**config.mk**
```make
export PLATFORM = sky130hd
export DESIGN_NAME = qrs_div_cell
export DESIGN_NICKNAME = d
export VERILOG_FILES = /design/src/rtl/qrs_div_cell.sv
export SDC_FILE = /design/constraint.sdc
export NUM_CORES = 1
export LEC_CHECK = 0
export ABC_AREA = 0
export ABC_CLOCK_PERIOD_IN_PS = 3660
export BUFFER_PORTS_ARGS = -buffer_cell sky130_fd_sc_hd__buf_2
export CAP_MARGIN = 40
export CORE_MARGIN = 5
export CORE_UTILIZATION = 48
export DETAILED_ROUTE_END_ITERATION = 12
export GPL_TIMING_DRIVEN = 0
export PLACE_DENSITY_LB_ADDON = 0.12
export SYNTH_ARGS = -nofsm -noshare
export SYNTH_HDL_FRONTEND = slang
export SYNTH_SLANG_ARGS = --single-unit
```
**constraint.sdc**
```tcl
create_clock -name i_clk -period 3.66 [get_ports i_clk]
set_input_delay 0.366 -clock i_clk [delete_from_list [all_inputs] [get_ports i_clk]]
set_output_delay 0.366 -clock i_clk [all_outputs]
set_load 0.01 [all_outputs]
```
**src/rtl/qrs_div_cell.sv**
```systemverilog
// one cell of the two-lane restoring divider chain: one quotient bit per lane per cycle
`default_nettype none
module qrs_div_cell #(
    parameter int QW     = 34,
    parameter int DW     = 17,
    parameter int SIDE_W = 4
) (
    input  wire logic                 i_clk,
    input  wire logic                 i_rst_n,
    input  wire logic                 i_valid,
    input  wire logic [1:0][DW-1:0]   i_rem,
    input  wire logic [1:0][QW-1:0]   i_work,
    input  wire logic [DW-1:0]        i_den,
    input  wire logic [SIDE_W-1:0]    i_side,
    output logic                      o_valid,
    output logic [1:0][DW-1:0]        o_rem,
    output logic [1:0][QW-1:0]        o_work,
    output logic [DW-1:0]             o_den,
    output logic [SIDE_W-1:0]         o_side
);

    logic [1:0][DW:0]   w_sh;
    logic [1:0][DW:0]   w_diff;
    logic [1:0]         w_ge;
    logic [1:0][DW-1:0] n_rem;
    logic [1:0][QW-1:0] n_work;

    always_comb begin
        for (int l = 0; l < 2; l++) begin
            w_sh[l]   = {i_rem[l], i_work[l][QW-1]};
            w_diff[l] = w_sh[l] - {1'b0, i_den};
            w_ge[l]   = (w_sh[l] >= {1'b0, i_den});
            n_rem[l]  = w_ge[l] ? w_diff[l][DW-1:0] : w_sh[l][DW-1:0];
            n_work[l] = {i_work[l][QW-2:0], w_ge[l]};
        end
    end

    always_ff @(posedge i_clk) begin
        if (!i_rst_n) begin
            o_valid <= 1'b0;
        end else begin
            o_valid <= i_valid;
        end
    end

    always_ff @(posedge i_clk) begin
        o_rem  <= n_rem;
        o_work <= n_work;
        o_den  <= i_den;
        o_side <= i_side;
    end

endmodule
`default_nettype wire

```
* After elaboration in Yosys (flattened, before gate mapping)
Index checks and enable logic that the tools add are counted.
** Cells by class
- Add/sub/neg operators :: 2
- Muxes and demuxes :: 2
- $lt $le $gt $ge :: 2
** Operators by type and width (count)
- 18-bit by 17-bit >= comparator with 1-bit output :: 2
- 17-bit two-way mux :: 2
- 17-bit subtractor :: 2
** Storage, ports and cells
- Output and inout bits :: 124
- Register bits :: 124
- Word-level logic and storage cells :: 13

* Depth between registers and ports, before layout
- Depth after elaboration :: 2
- Gate-level depth with buffers :: 11
- Depth with buffers taken out :: 10

* Least setup slack after synthesis
OpenSTA, ideal clock, no wires.
- Path kind :: input -> register
- From :: input port i_work[33] (netlist name)
- To :: register o_rem[12] (netlist name)
- Required time :: 3539 ps
- Slack :: 1273 ps
- Path buffers :: 1
- Setup time :: 121 ps
- Cell stages on the path :: 10
- Arrival time :: 2265 ps
- Path through :: inv_1 -> ha_1 -> inv_1 -> fa_1 -> a21o_1 -> a221oi_2 -> a2111o_1 -> nand3_1 -> buf_2 -> mux2_4
** RTL lines
- start: declaration :: RTL line 12 : input wire logic [1:0][QW-1:0] i_work,
- end signal: assignment :: RTL line 47 : o_rem <= n_rem;
- end: declaration :: RTL line 16 : output logic [1:0][DW-1:0] o_rem,

==> summary.md <==
| Metric | Value |
|---|---|
| Status | finished clean |
| Num ports | 250 |
| Die X | 108.6 um |
| Ys Warns | 0 |
| Remaining DRCs | 0 |
| CTS Buf Count | 17 |
| Total congestion overflow | 0 |
| Max incr delay on CP | 0.55 ns |
| DP Worst Slack | 0.8165 ns |
| Slew Limit Fails | 0 |
| Critical Path RT | 4.06 ns |
| Post-DP Area | 6080 um^2 |
| Cell row count | 36 |
| Starting Density | 48.42% |
| Drt pass-1 iters | 4 |
| Final setup viols | 0 |
| Max Fclk | 336.8 MHz |
| Syn-to-layout area delta | 61.98% |
| Final setup margin | 0.6906 ns |
| Largest net degree at the start of global routing | 17 |
| RSZ-0062 raised after global routing | false |
| Syn_nets | 603 |
| Startpoint Class | primary input |
| Number of synthesized flops with an enable pin | 0 |
| DP Wirelength | 11390 um |
| Cells after synthesis | 441 |
| Slowest CP cell | dlygate4sd3_1 |
| Yosys cell types | 54 |
| Placer Congestion | 0.8405 |
| Setup TNS | 0 ns |
| Hold Vio Cnt, Final | 0 |
| Final instance area | 7560 um^2 |
| Avg WL per Cell | 19.13 um |
| Ys flop type | dfxtp_1 |
| Die Y | 108.6 um |
| Die area | 11800 um^2 |
| Total power | 4.107 mW |
| CP arrival | 3.36 ns |
| Yosys reg bits | 124 |
| Period utilisation layout | 81.13% |
| Drt initial violations | 289 |
| Peak VDD IR | 0.0003318 V |
| Critical Path End Type | flip-flop |
| Vias in the first global route | 5100 |
| Synth area leaders | dfxtp_1 (53%), ha_1 (9.1%), a21oi_1 (4.9%) |
| Worst slew margin | 58.49% |
| ANT nets after route | 0 |
| Via count | 4851 |
| Port bufs | 249 |
| Initial antenna violation count | 2 |
| Gr usage total | 30.76% |
| Root Driver | clkbuf_8 |
| Biggest area consumer among synthesized cells | dfxtp_1 |
| Syn Std Cell Area | 4667 um^2 |
| Leak | 3.690 nW |
| Worst-path fanout max | 10 |
| Fraction of registers with async set or reset after synthesis | 0% |
| CTS Buffer Depth | 2 |
| First-pass GRT wire length | 27420 um |
| Post-synthesis sequential area ratio | 53.19% |
| Critical path cell sequence | dlygate4sd3_1 -> buf_2 -> inv_1 -> ha_1 -> nand4_1 -> o221ai_1 -> o21ai_1 -> a21oi_2 -> buf_6 -> mux2_1 |
| Sink Count | 124 |
| CTS clk-pin slew, worst paths | 0.06 ns |
| PwrDens | 543.3 nW/um^2 |
| Critical path type | primary input to flip-flop |
| Fin nets | 957 |
| Total core area | 9639 um^2 |
| Fraction of final layout cells sized beyond drive strength 1 | 38.37% |
| Worst hold path class | primary input to flip-flop |
| Worst Max-Slew Pin Slew | 0.6227 ns |
| Via density | 5.139 |
| # Max-Cap Violations | 0 |
| H-tree Lvls | 4 |
| DRT Wirelength | 18060 um |
| Post-synthesis area per instance | 10.58 um^2 |
| Final min period | 2.969 ns |
| Post-synth top area share | 53.19% |
| TritonCTS clock tree | built |
cell usage after synthesis (2+ instances only):
| master | number |
|---|---|
| nand4_1 | 8 |
| nor3_1 | 9 |
| fa_1 | 2 |
| buf_2 | 6 |
| o311ai_0 | 2 |
| nand2_1 | 17 |
| a221oi_2 | 2 |
| a211oi_1 | 4 |
| and3_1 | 3 |
| nand3b_1 | 2 |
| a21o_1 | 13 |
| a31oi_1 | 4 |
| or3_1 | 4 |
| o21ai_0 | 8 |
| mux2_2 | 12 |
| clkbuf_1 | 3 |
| o21a_1 | 5 |
| a22oi_1 | 2 |
| mux2i_1 | 2 |
| dfxtp_1 | 124 |
| a21oi_1 | 46 |
| nor4_1 | 2 |
| o211ai_1 | 2 |
| nand3_1 | 7 |
| inv_1 | 27 |
| xor2_1 | 7 |
| xnor2_1 | 18 |
| o21bai_1 | 4 |
| a21boi_0 | 3 |
| nand2b_1 | 2 |
| o2111ai_1 | 2 |
| o21ai_1 | 3 |
| ha_1 | 34 |
| a31o_2 | 2 |
| nor2_1 | 31 |
power breakdown:
group	internal, mW	total, mW	switching, mW	leakage, nW
sequential	1.49	1.53	0.0400	1.05
combinational	0.391	0.838	0.447	2.35
clock	1.07	1.74	0.669	0.292
sequential cells by signal (all words and copies together) (netlist names):
signal	flops
o_work	68
o_den	17
o_valid	1
o_side	4
o_rem	34
area by class of cell:
class / instances / area [um^2]
clock buffers: 18 / 427.9
clock inverters: 14 / 183.9
multi-input cells: 278 / 2018
well taps: 133 / 166.4
flip-flops and latches: 124 / 2482
fillers: 611 / 2079
repair buffers: 335 / 2107
inverters: 27 / 101.3
plain buffers: 12 / 65.06
diodes: 3 / 7.507
critical path, delay by kind of cell:
| family | cells | cell delay (ns) |
|---|---|---|
| simple gates | 1 | 0.21 |
| buf+inv | 4 | 0.98 |
| fa+ha+maj | 1 | 0.38 |
| mux | 1 | 0.33 |
| compound gates | 3 | 1.08 |
metal layers:
| metal | wire [um] | vias up | GRT usage [%] |
|---|---|---|---|
| li1 | - | 2272 | - |
| met1 | 6721 | 2270 | 33.70 |
| met2 | 9041 | 252 | 53.71 |
| met3 | 1616 | 57 | 10.09 |
| met4 | 682 | 0 | 14.25 |
| met5 | 0 | - | 0 |
metrics by stage:
stage | util [%] | std cells | hold slack (ns)
detailed placement | 63.07 | 823 | 0.4699
CTS | 78.35 | 941 | 0.03583
floorplan | - | 441 | 0.3937
global route | 78.40 | 943 | 0.03141
global placement | 63.07 | 823 | 0.4680
finish | 78.43 | 944 | 0.05674
placed cells by master (no fill, tap or decap), types with 3 or more instances in the layout:
master           n
inv_1           27
or3_1            4
a21boi_0         3
bufinv_16        3
inv_6            3
o21ai_0          8
clkinvlp_4       3
xor2_1           7
o21ai_1          3
buf_2          255
o21bai_1         4
clkbuf_16       16
nand2_1         17
a31oi_1          4
dfxtp_1        124
ha_1            34
mux2_2          12
and3_1           3
a21oi_1         46
xnor2_1         18
dlygate4sd3_1   86
nand4_1          8
a21o_1          13
nand3_1          7
diode_2          3
nor3_1           9
nor2_1          31
clkbuf_1         3
o21a_1           5
a211oi_1         4
final timing paths:
| check | startpoint | to | cells after the start |
|---|---|---|---|
| max | i_den[5] | o_rem[32] | 10 |
| min | i_valid | o_valid | 2 |
logic make-up (layout without fill, tap and decap cells):
family / Yosys count / in the layout / share of synthesized area (%)
muxes: 16 / 16 / 3.887
DFF: 124 / 124 / 53.19
adders and majority gates: 36 / 36 / 9.973
and+or+nand+nor: 88 / 88 / 8.927
xor gates and xnor gates: 25 / 25 / 4.692
buffers and inverters: 39 / 406 / 3.566
other: 0 / 3 / 0
AOI/OAI and AO/OA: 113 / 113 / 15.76
repair_timing:
action,CTS,global route
hold buffers,86,0
buffers inserted,0,0
endpoints found under the hold margin,86,0
resized for setup,0,0
Note: power is estimated with default switching activity, not from simulation.
