--- src/rtl/qrs_sqrt_cell.sv ---
// one cell of the square root chain: resolves one root bit per cycle
`default_nettype none
module qrs_sqrt_cell #(
    parameter int SW     = 25,
    parameter int SIDE_W = 34
) (
    input  wire logic              i_clk,
    input  wire logic              i_rst_n,
    input  wire logic              i_valid,
    input  wire logic [2*SW-1:0]   i_rad,
    input  wire logic [SW+1:0]     i_rem,
    input  wire logic [SW-1:0]     i_root,
    input  wire logic [SIDE_W-1:0] i_side,
    output logic                   o_valid,
    output logic [2*SW-1:0]        o_rad,
    output logic [SW+1:0]          o_rem,
    output logic [SW-1:0]          o_root,
    output logic [SIDE_W-1:0]      o_side
);

    logic [SW+3:0] w_sh;
    logic [SW+3:0] w_trial;
    logic [SW+3:0] w_diff;
    logic          w_ge;
    logic [SW+1:0] n_rem;
    logic [SW-1:0] n_root;

    always_comb begin
        w_sh    = {i_rem, i_rad[2*SW-1 -: 2]};
        w_trial = {2'b00, i_root, 2'b01};
        w_diff  = w_sh - w_trial;
        w_ge    = (w_sh >= w_trial);
        n_rem   = w_ge ? w_diff[SW+1:0] : w_sh[SW+1:0];
        n_root  = {i_root[SW-2:0], w_ge};
    end

    always_ff @(posedge i_clk) begin
        if (!i_rst_n) begin
            o_valid <= 1'b0;
        end else begin
            o_valid <= i_valid;
        end
    end

    // payload, no reset
    always_ff @(posedge i_clk) begin
        o_rad  <= {i_rad[2*SW-3:0], 2'b00};
        o_rem  <= n_rem;
        o_root <= n_root;
        o_side <= i_side;
    end

endmodule
`default_nettype wire

--- config.mk ---
export PLATFORM = sky130hd
export DESIGN_NAME = qrs_sqrt_cell
export DESIGN_NICKNAME = d
export VERILOG_FILES = /design/src/rtl/qrs_sqrt_cell.sv
export SDC_FILE = /design/constraint.sdc
export NUM_CORES = 1
export LEC_CHECK = 0
export ABC_AREA = 1
export ABC_CLOCK_PERIOD_IN_PS = 3150
export BUFFER_PORTS_ARGS = -buffer_cell sky130_fd_sc_hd__buf_2
export CORE_ASPECT_RATIO = 0.75
export CORE_UTILIZATION = 45
export CTS_CLUSTER_DIAMETER = 100
export CTS_CLUSTER_SIZE = 28
export DETAILED_ROUTE_END_ITERATION = 10
export PLACE_DENSITY = 0.82
export SLEW_MARGIN = 25
export SYNTH_ARGS = -nofsm -noshare
export SYNTH_HDL_FRONTEND = slang
export SYNTH_SLANG_ARGS = --single-unit
--- constraint.sdc ---
create_clock -name i_clk -period 3.15 [get_ports i_clk]
set_input_delay 0.1575 -clock i_clk [delete_from_list [all_inputs] [get_ports i_clk]]
set_output_delay 0.1575 -clock i_clk [all_outputs]
set_load 0.02 [all_outputs]
# After elaboration in Yosys (flattened, before gate mapping)

Cells that the tools add are included.

Register bits: 135
Output and inout bits: 137
Word-level logic and storage cells: 8

$add $sub $neg: 1
Order comparisons: 1
Multiplexer cells: 1

Operators by type and width:

| kind           | count |
|---|---|
| $ge 29x27->1   | 1 |
| $mux 27        | 1 |
| $sub 27x27->27 | 1 |

# Depth between registers and ports, before layout

Gate-level depths: netlist of the first run.

Depth in word-level cells: 2
Depth in mapped cells: 16
Depth with buffers taken out: 14

# Worst setup path after synthesis of the first run

Ideal clock, no wire load.

Kind: input -> register
From: in i_root[15]
To: reg o_rem[19]
Setup time: 0.113 ns
Data arrival time: 1.498 ns
Required time: 3.037 ns
Setup slack: 1.539 ns
Stages on the path: 12
Path buffers: 2
Cells stage by stage: inv_1 ha_1 nand2_2 nor2_4 nand2_2 nor2_2 nand3_1 and3_1 buf_6 buf_12 nand3_2 nand2_1

Longest elaborated chain between the ends: 2

RTL lines:

| element                                        | line   | text |
|---|---|---|
| start: declaration                             | 12     | `input wire logic [SW-1:0] i_root,` |
| $sub 27x27->27 or $ge 29x27->1 (tied branches) | 31, 32 |  |
| $mux 27 (*)                                    | 33     | `n_rem = w_ge ? w_diff[SW+1:0] : w_sh[SW+1:0];` |
| named net n_rem[19]                            | 25     | `logic [SW+1:0] n_rem;` |
| end signal: assignment                         | 48     | `o_rem <= n_rem;` |
| end: declaration                               | 16     | `output logic [SW+1:0] o_rem,` |

The timed path passes the listed nets; every way through them passes the cells marked *.
A chain may end at the register's enable or synchronous reset.

# Worst setup path after layout of the first run

From: in i_rem[17]
To: reg o_rem[18]

Longest elaborated chain between the ends: 2

RTL lines:

| element             | line | text |
|---|---|---|
| start: declaration  | 11   | `input wire logic [SW+1:0] i_rem,` |
| $ge 29x27->1        | 32   | `w_ge = (w_sh >= w_trial);` |
| $mux 27             | 33   |  |
| named net n_rem[18] | 25   |  |

The timed path passes the listed nets, and every way through them passes these cells.

==> out/qor.csv, run 1 <==
metric,value,unit
status,completed,
max-cap violations,0,
Met3 Wirelength,1470,um
pre-CTS WS,0.788,ns
Peak VDD IR,0.000429,V
Area Growth Syn to Fin,61.3,%
CP required,3.51,ns
core footprint,11700,sq um
gpl congestion,0.945,
ys flop type,dfxtp_1,
Post-synth EDFFs,0,
drt initial violations,344,
setup ws final,0.643,ns
Hold Crit Class,in -> reg,
DR WL met2,9180,um
Yosys top cell by area,dfxtp_1,
H-tree depth,4,
Initial Util,0.466,
die footprint,12600,sq um
WL per Instance,14.9,um
via count,5884,
CP endpoint kind,flop,
Post-synth ARST share,0,
via count of the first global-routing pass,5759,
placed cells,1108,
Resized Gates After CTS,0,
clk root buf,clkbuf_16,
placed cell areas,6940,sq um
Port Buf Inserts,273,
Pwr Density,553,nW/um^2
GRT Total Usage,0.304,
Sink Count,135,
Die Width,129,um
DRC Markers,0,
Pwr Total,4.89,mW
synthesized cell area,5470,sq um
Nets,1261,
Fillers,854,
Final setup viols,0,
min cycle time layout,2.51,ns
CTS tree,built,
Synth Register Bits,135,
layout cell share with drive strength beyond 1,0.318,
pin count of the biggest net entering global routing,27,
kind of critical path,in -> reg,
Rows,34,
Syn Area/Cell,8.05,sq um
top routing layer in use,met4,
setup_tns,0,ns
wl on met1,7680,um
"Design Area, Final",8830,sq um
Yosys top cell area share,0.494,
headroom to the max-slew limit,0.440,
clock transition at the registers of the reported paths,0.06,ns
critical path startpoint category,input port,
synth top area cells,"dfxtp_1 49%, nand2_1 15%, inv_1 8.5%",
DR vias/cell,4.63,
count of different cell masters after synthesis,30,
Post-synth top cells,"216 x nand2_1, 135 x dfxtp_1, 124 x inv_1, 43 x nand3_1, 28 x nor2_1",
chip height,97.5,um
crit path max fanout,16,
final WL,19000,um
top-count cell post-synth,nand2_1,
Lkg Pwr,4.85,nW
initial antenna violation count,2,
arrival time worst endpoint,2.87,ns
first-pass GRT wire length,28700,um
TritonCTS Buffers,17,
f_max,399,MHz
Finished Layout Cells,1272,
sequential share of the synthesized area,0.494,
synthesized instance count,680,
Top-Level Pins,276,
Final Util,0.752,
post-DP HPWL,12400,um
Slew @ Worst Pin,0.841,ns
"Slew Viols, Final",0,
Antenna Nets Post-Route,0,
RSZ-0062 raised after global routing,no,
Synth Warn #,0,
GRT overflow,0,
Hold Slack,0.0220,ns
Final Hold Vio Count,0,
DRT Pass-1 Iters,5,
Clock Tree Buf Depth,2,
Tcrit/Tclk final,0.796,
## worst paths after layout
| kind | startpoint | to | slack [ns] | cells after the start |
|---|---|---|---|---|
| worst max-delay path | i_rem[17] | o_rem[18]$_DFF_P_ | 0.64 | 12 |
| worst min-delay path | i_rem[12] | o_rem[14]$_DFF_P_ | 0.02 | 3 |
## cell usage in the layout, fill, tap and decap left out, types with 3 or more instances in the layout
cell	Yosys	final
inv_6	0	4
dlygate4sd3_1	0	130
ha_1	27	27
inv_8	0	5
o21bai_1	3	3
nand4_1	10	10
nand3_1	43	43
clkinv_1	3	3
nand2_1	216	216
clkbuf_16	0	17
inv_1	124	124
nor2_1	28	28
nand3_2	22	22
xor2_1	12	12
nor2_2	5	5
a21oi_1	12	12
inv_2	5	5
buf_2	1	273
nor3_1	4	4
nand2_4	3	3
dfxtp_1	135	135
nand2_2	7	7
## worst max-delay path, cell delays in order
cell and delay, ns:
dlygate4sd3_1 0.56, buf_2 0.15, ha_1 0.41, nand2_4 0.13, nor2_4 0.04, nand2_2 0.06
nor2_2 0.05, nand3_1 0.05, and3_1 0.70, buf_4 0.37, nand3_2 0.09, nand2_1 0.09
## cells by family after synthesis
| group | share of synthesized area |
|---|---|
| flops | 0.494 |
| fa+ha+maj | 0.0617 |
| compound gates | 0.0183 |
| buf+inv | 0.112 |
| xor+xnor | 0.0224 |
| other cells | 0.000685 |
| simple gates | 0.291 |
## layout make-up
| type | count | area (sq um) | share of cell area |
|---|---|---|---|
| Inverter | 132 | 495 | 0.0561 |
| Tap cell | 162 | 203 | 0.0230 |
| Clock buffer | 17 | 425 | 0.0482 |
| Timing Repair Buffer | 405 | 2680 | 0.304 |
| Antenna cell | 2 | 5.00 | 0.000567 |
| Multi-Input combinational cell | 404 | 2160 | 0.245 |
| Sequential cell | 135 | 2700 | 0.306 |
| Clock inverter | 15 | 154 | 0.0174 |
## flip-flops by register name, indices dropped and copies added, names as in the netlist
| register | flops |
|---|---|
| o_rad | 48 |
| o_side | 34 |
| o_rem | 27 |
| o_root | 25 |
| o_valid | 1 |
## layer usage
layer | vias up | global-route usage
li1 | 2900 | -
met1 | 2662 | 0.347
met4 | 0 | 0.144
met3 | 53 | 0.0754
met5 | - | 0
met2 | 269 | 0.526
## power by group
group          internal [mW]  leakage (nW)  switching [mW]  total [mW]
sequential              1.85          1.14          0.0415        1.89
clock                   1.06         0.284           0.883        1.94
combinational          0.423          3.42           0.632        1.05
## what timing repair did
| action | 4_1_cts | 5_1_grt |
|---|---|---|
| endpoints found under the hold margin | 129 | 0 |
| setup buffers | 0 | 0 |
| hold buffers | 130 | 0 |
Note: power is estimated with default switching activity, not from simulation.
==> run 2: changes to the inputs <==
Settings changed: ABC_AREA 1 to 0, ABC_CLOCK_PERIOD_IN_PS 3150 to 2130, CORE_UTILIZATION 45 to 39, PLACE_DENSITY 0.82 to 0.79.
Clock period 3.15 ns to 2.13 ns, I/O delays scaled along.
==> out/qor.csv, run 2 <==
metric,value,unit
status,finished with violations,
violations in the final reports,negative setup slack,
Post-synth ARST share,0,
Initial Util,0.402,
Lkg Pwr,4.54,nW
most frequent cells in the layout,"265 x buf_2, 135 x dfxtp_1, 129 x dlygate4sd3_1, 89 x buf_4, 33 x inv_1",
Nets,1070,
Syn Area/Cell,11.7,sq um
drt initial violations,225,
Top Registers,"o_rad x48, o_side x34, o_rem x27",
arrival time worst endpoint,2.57,ns
CTS tree,built,
Final Hold Vio Count,0,
synthesized cell area,4690,sq um
Pwr Density,842,nW/um^2
crit path max fanout,8,
RSZ-0062 raised after global routing,yes,
max FFs per register,48,
sequential share of the synthesized area,0.577,
clk root buf,clkbuf_16,
GR met3 Demand/Resource,0.0841,
initial antenna violation count,1,
global route hottest layer,met2,
core footprint,11700,sq um
max-cap violations,0,
"commonest non-fill, non-tap cell in the layout",buf_2,
clock transition at the registers of the reported paths,0.06,ns
H-tree depth,4,
Port Buf Inserts,273,
Synth Register Bits,135,
post-DP HPWL,11900,um
setup ws final,-0.138,ns
layout cell share with drive strength beyond 1,0.508,
ys flop type,dfxtp_1,
f_max,441,MHz
"Slew Viols, Final",0,
Comb power frac,0.246,
Final Util,0.782,
kind of critical path,in -> reg,
via count of the first global-routing pass,5362,
CP endpoint kind,flop,
Synth Warn #,0,
DRC Markers,0,
pin count of the biggest net entering global routing,17,
via count,5127,
CP required,2.43,ns
placed cell areas,6940,sq um
Sink Count,135,
post-synthesis compound-gate area fraction,0.114,
Yosys top cell by area,dfxtp_1,
Area Growth Syn to Fin,94.6,%
critical path startpoint category,input port,
largest family of logic cells by synthesized area,compound AO/OA/AOI/OAI gates,
final WL,18600,um
area share of and/or/nand/nor cells after synthesis,0.0614,
Tcrit/Tclk final,1.06,
synthesized instance count,399,
DRT Pass-1 Iters,5,
count of different cell masters after synthesis,53,
M1 GR Usage,0.319,
TritonCTS Buffers,17,
met2 usage,0.517,
Clock Tree Buf Depth,2,
GRT overflow,0,
DR vias/cell,4.75,
synth top area cells,"dfxtp_1 58%, ha_1 7.2%, mux2_4 4.8%",
Final setup viols,26,
"Design Area, Final",9120,sq um
Pint,5.47,mW
min cycle time layout,2.27,ns
Diodes inserted,0,
Post-Synth Adder-Cell Area,0.0721,
Pwr Total,7.68,mW
Hold Crit Class,in -> reg,
die footprint,12500,sq um
sequential power share,0.368,
first-pass GRT wire length,27800,um
mux share of post-synthesis cell area,0.0737,
largest reg by FF count,o_rad,
chip height,96.9,um
Post-synth EDFFs,0,
Yosys top cell area share,0.577,
Post-synth top cells,"135 x dfxtp_1, 40 x inv_1, 27 x ha_1, 24 x a21oi_1, 17 x xnor2_1",
gpl congestion,0.865,
Antenna Nets Post-Route,0,
clock share of power,0.386,
xor/xnor share of the synthesized area,0.0467,
Peak VDD IR,0.000620,V
GRT Total Usage,0.293,
sw frac,0.287,
Die Width,129,um
top-count cell post-synth,dfxtp_1,
Top-Level Pins,276,
net switching power,2.21,mW
Rows,34,
WL per Instance,17.2,um
==> run 2: changes by cell type after synthesis, sizes merged, moves of 8 or more <==
cell,delta
a21oi,+14
inv,-89
mux2,+23
nand2,-214
nand3,-62
nor2,-22
o21ai,+8
xnor2,+15
==> run 2: worst max-delay path: stages <==
cell      delay (ns)
buf_8           0.10
inv_4           0.04
ha_4            0.19
and3_4          0.17
and2_4          0.16
a221oi_4        0.31
o31ai_4         0.12
a41oi_2         0.20
o31ai_1         0.11
a2111o_1        0.54
buf_6           0.20
mux2_4          0.30
==> run 2: kinds of logic (layout without fill, tap and decap cells) <==
logic type,Yosys count,after routing
AO/OA/AOI/OAI,77,77
XOR/XNOR,25,25
adder cells (fa/ha/maj),27,27
buffers and inverters,53,570
flip-flops,135,135
multiplexers,26,26
other,1,2
AND/OR/NAND/NOR,55,55
==> run 2: metrics by stage <==
step / TNS [ns] / cells / setup slack (ns) / hold slack (ns)
2_1_floorplan: -5.72 / 400 / -0.290 / 0.134
3_3_place_gp: -10.46 / 905 / -0.420 / 0.208
3_5_place_dp: -12.20 / 905 / -0.485 / 0.210
4_1_cts: -0.182 / 1074 / -0.0320 / 0.0344
5_1_grt: -4.54 / 1079 / -0.206 / 0.0359
6_report: -2.74 / 1079 / -0.138 / 0.0426
==> run 2: routing by layer <==
| metal | up-vias | routed length [um] |
|---|---|---|
| met5 | - | 13 |
| met4 | 2 | 742 |
| met3 | 69 | 1390 |
| met2 | 267 | 9280 |
| met1 | 2413 | 7160 |
| li1 | 2376 | - |
==> run 2: worst paths after layout <==
| kind | from | to | slack (ns) | cells after the start |
|---|---|---|---|---|
| max | i_root[14] | o_rem[12]$_DFF_P_ | -0.14 | 12 |
| min | i_rem[22] | o_rem[24]$_DFF_P_ | 0.04 | 3 |
==> run 2: area by class of cell <==
type / instances / area, sq um
fill: 697 / 2540
timing repair buffer: 498 / 3470
sequential: 135 / 2700
clock buffer: 18 / 429
tap: 162 / 203
multi-input combinational: 212 / 1990
inverter: 40 / 168
clock inverter: 14 / 164
==> run 2: power by group through the flow <==
| stage | combinational, mW | sequential, mW | clock (mW) |
|---|---|---|---|
| finish | 1.89 | 2.82 | 2.96 |
| global route | 2.00 | 2.84 | 3.12 |
| CTS | 1.80 | 2.82 | 3.00 |
| detailed placement | 1.55 | 2.87 | 0 |
| global placement | 1.52 | 2.86 | 0 |
| floorplan | 0.604 | 3.16 | 0 |
==> run 2: repair_timing <==
item,in CTS,in global routing
gates cloned,1,0
endpoints found under the hold margin,128,0
resized for setup,16,30
pin swaps,0,13
hold buffers,129,0
buffers inserted,7,6
endpoints found under the setup margin,23,27
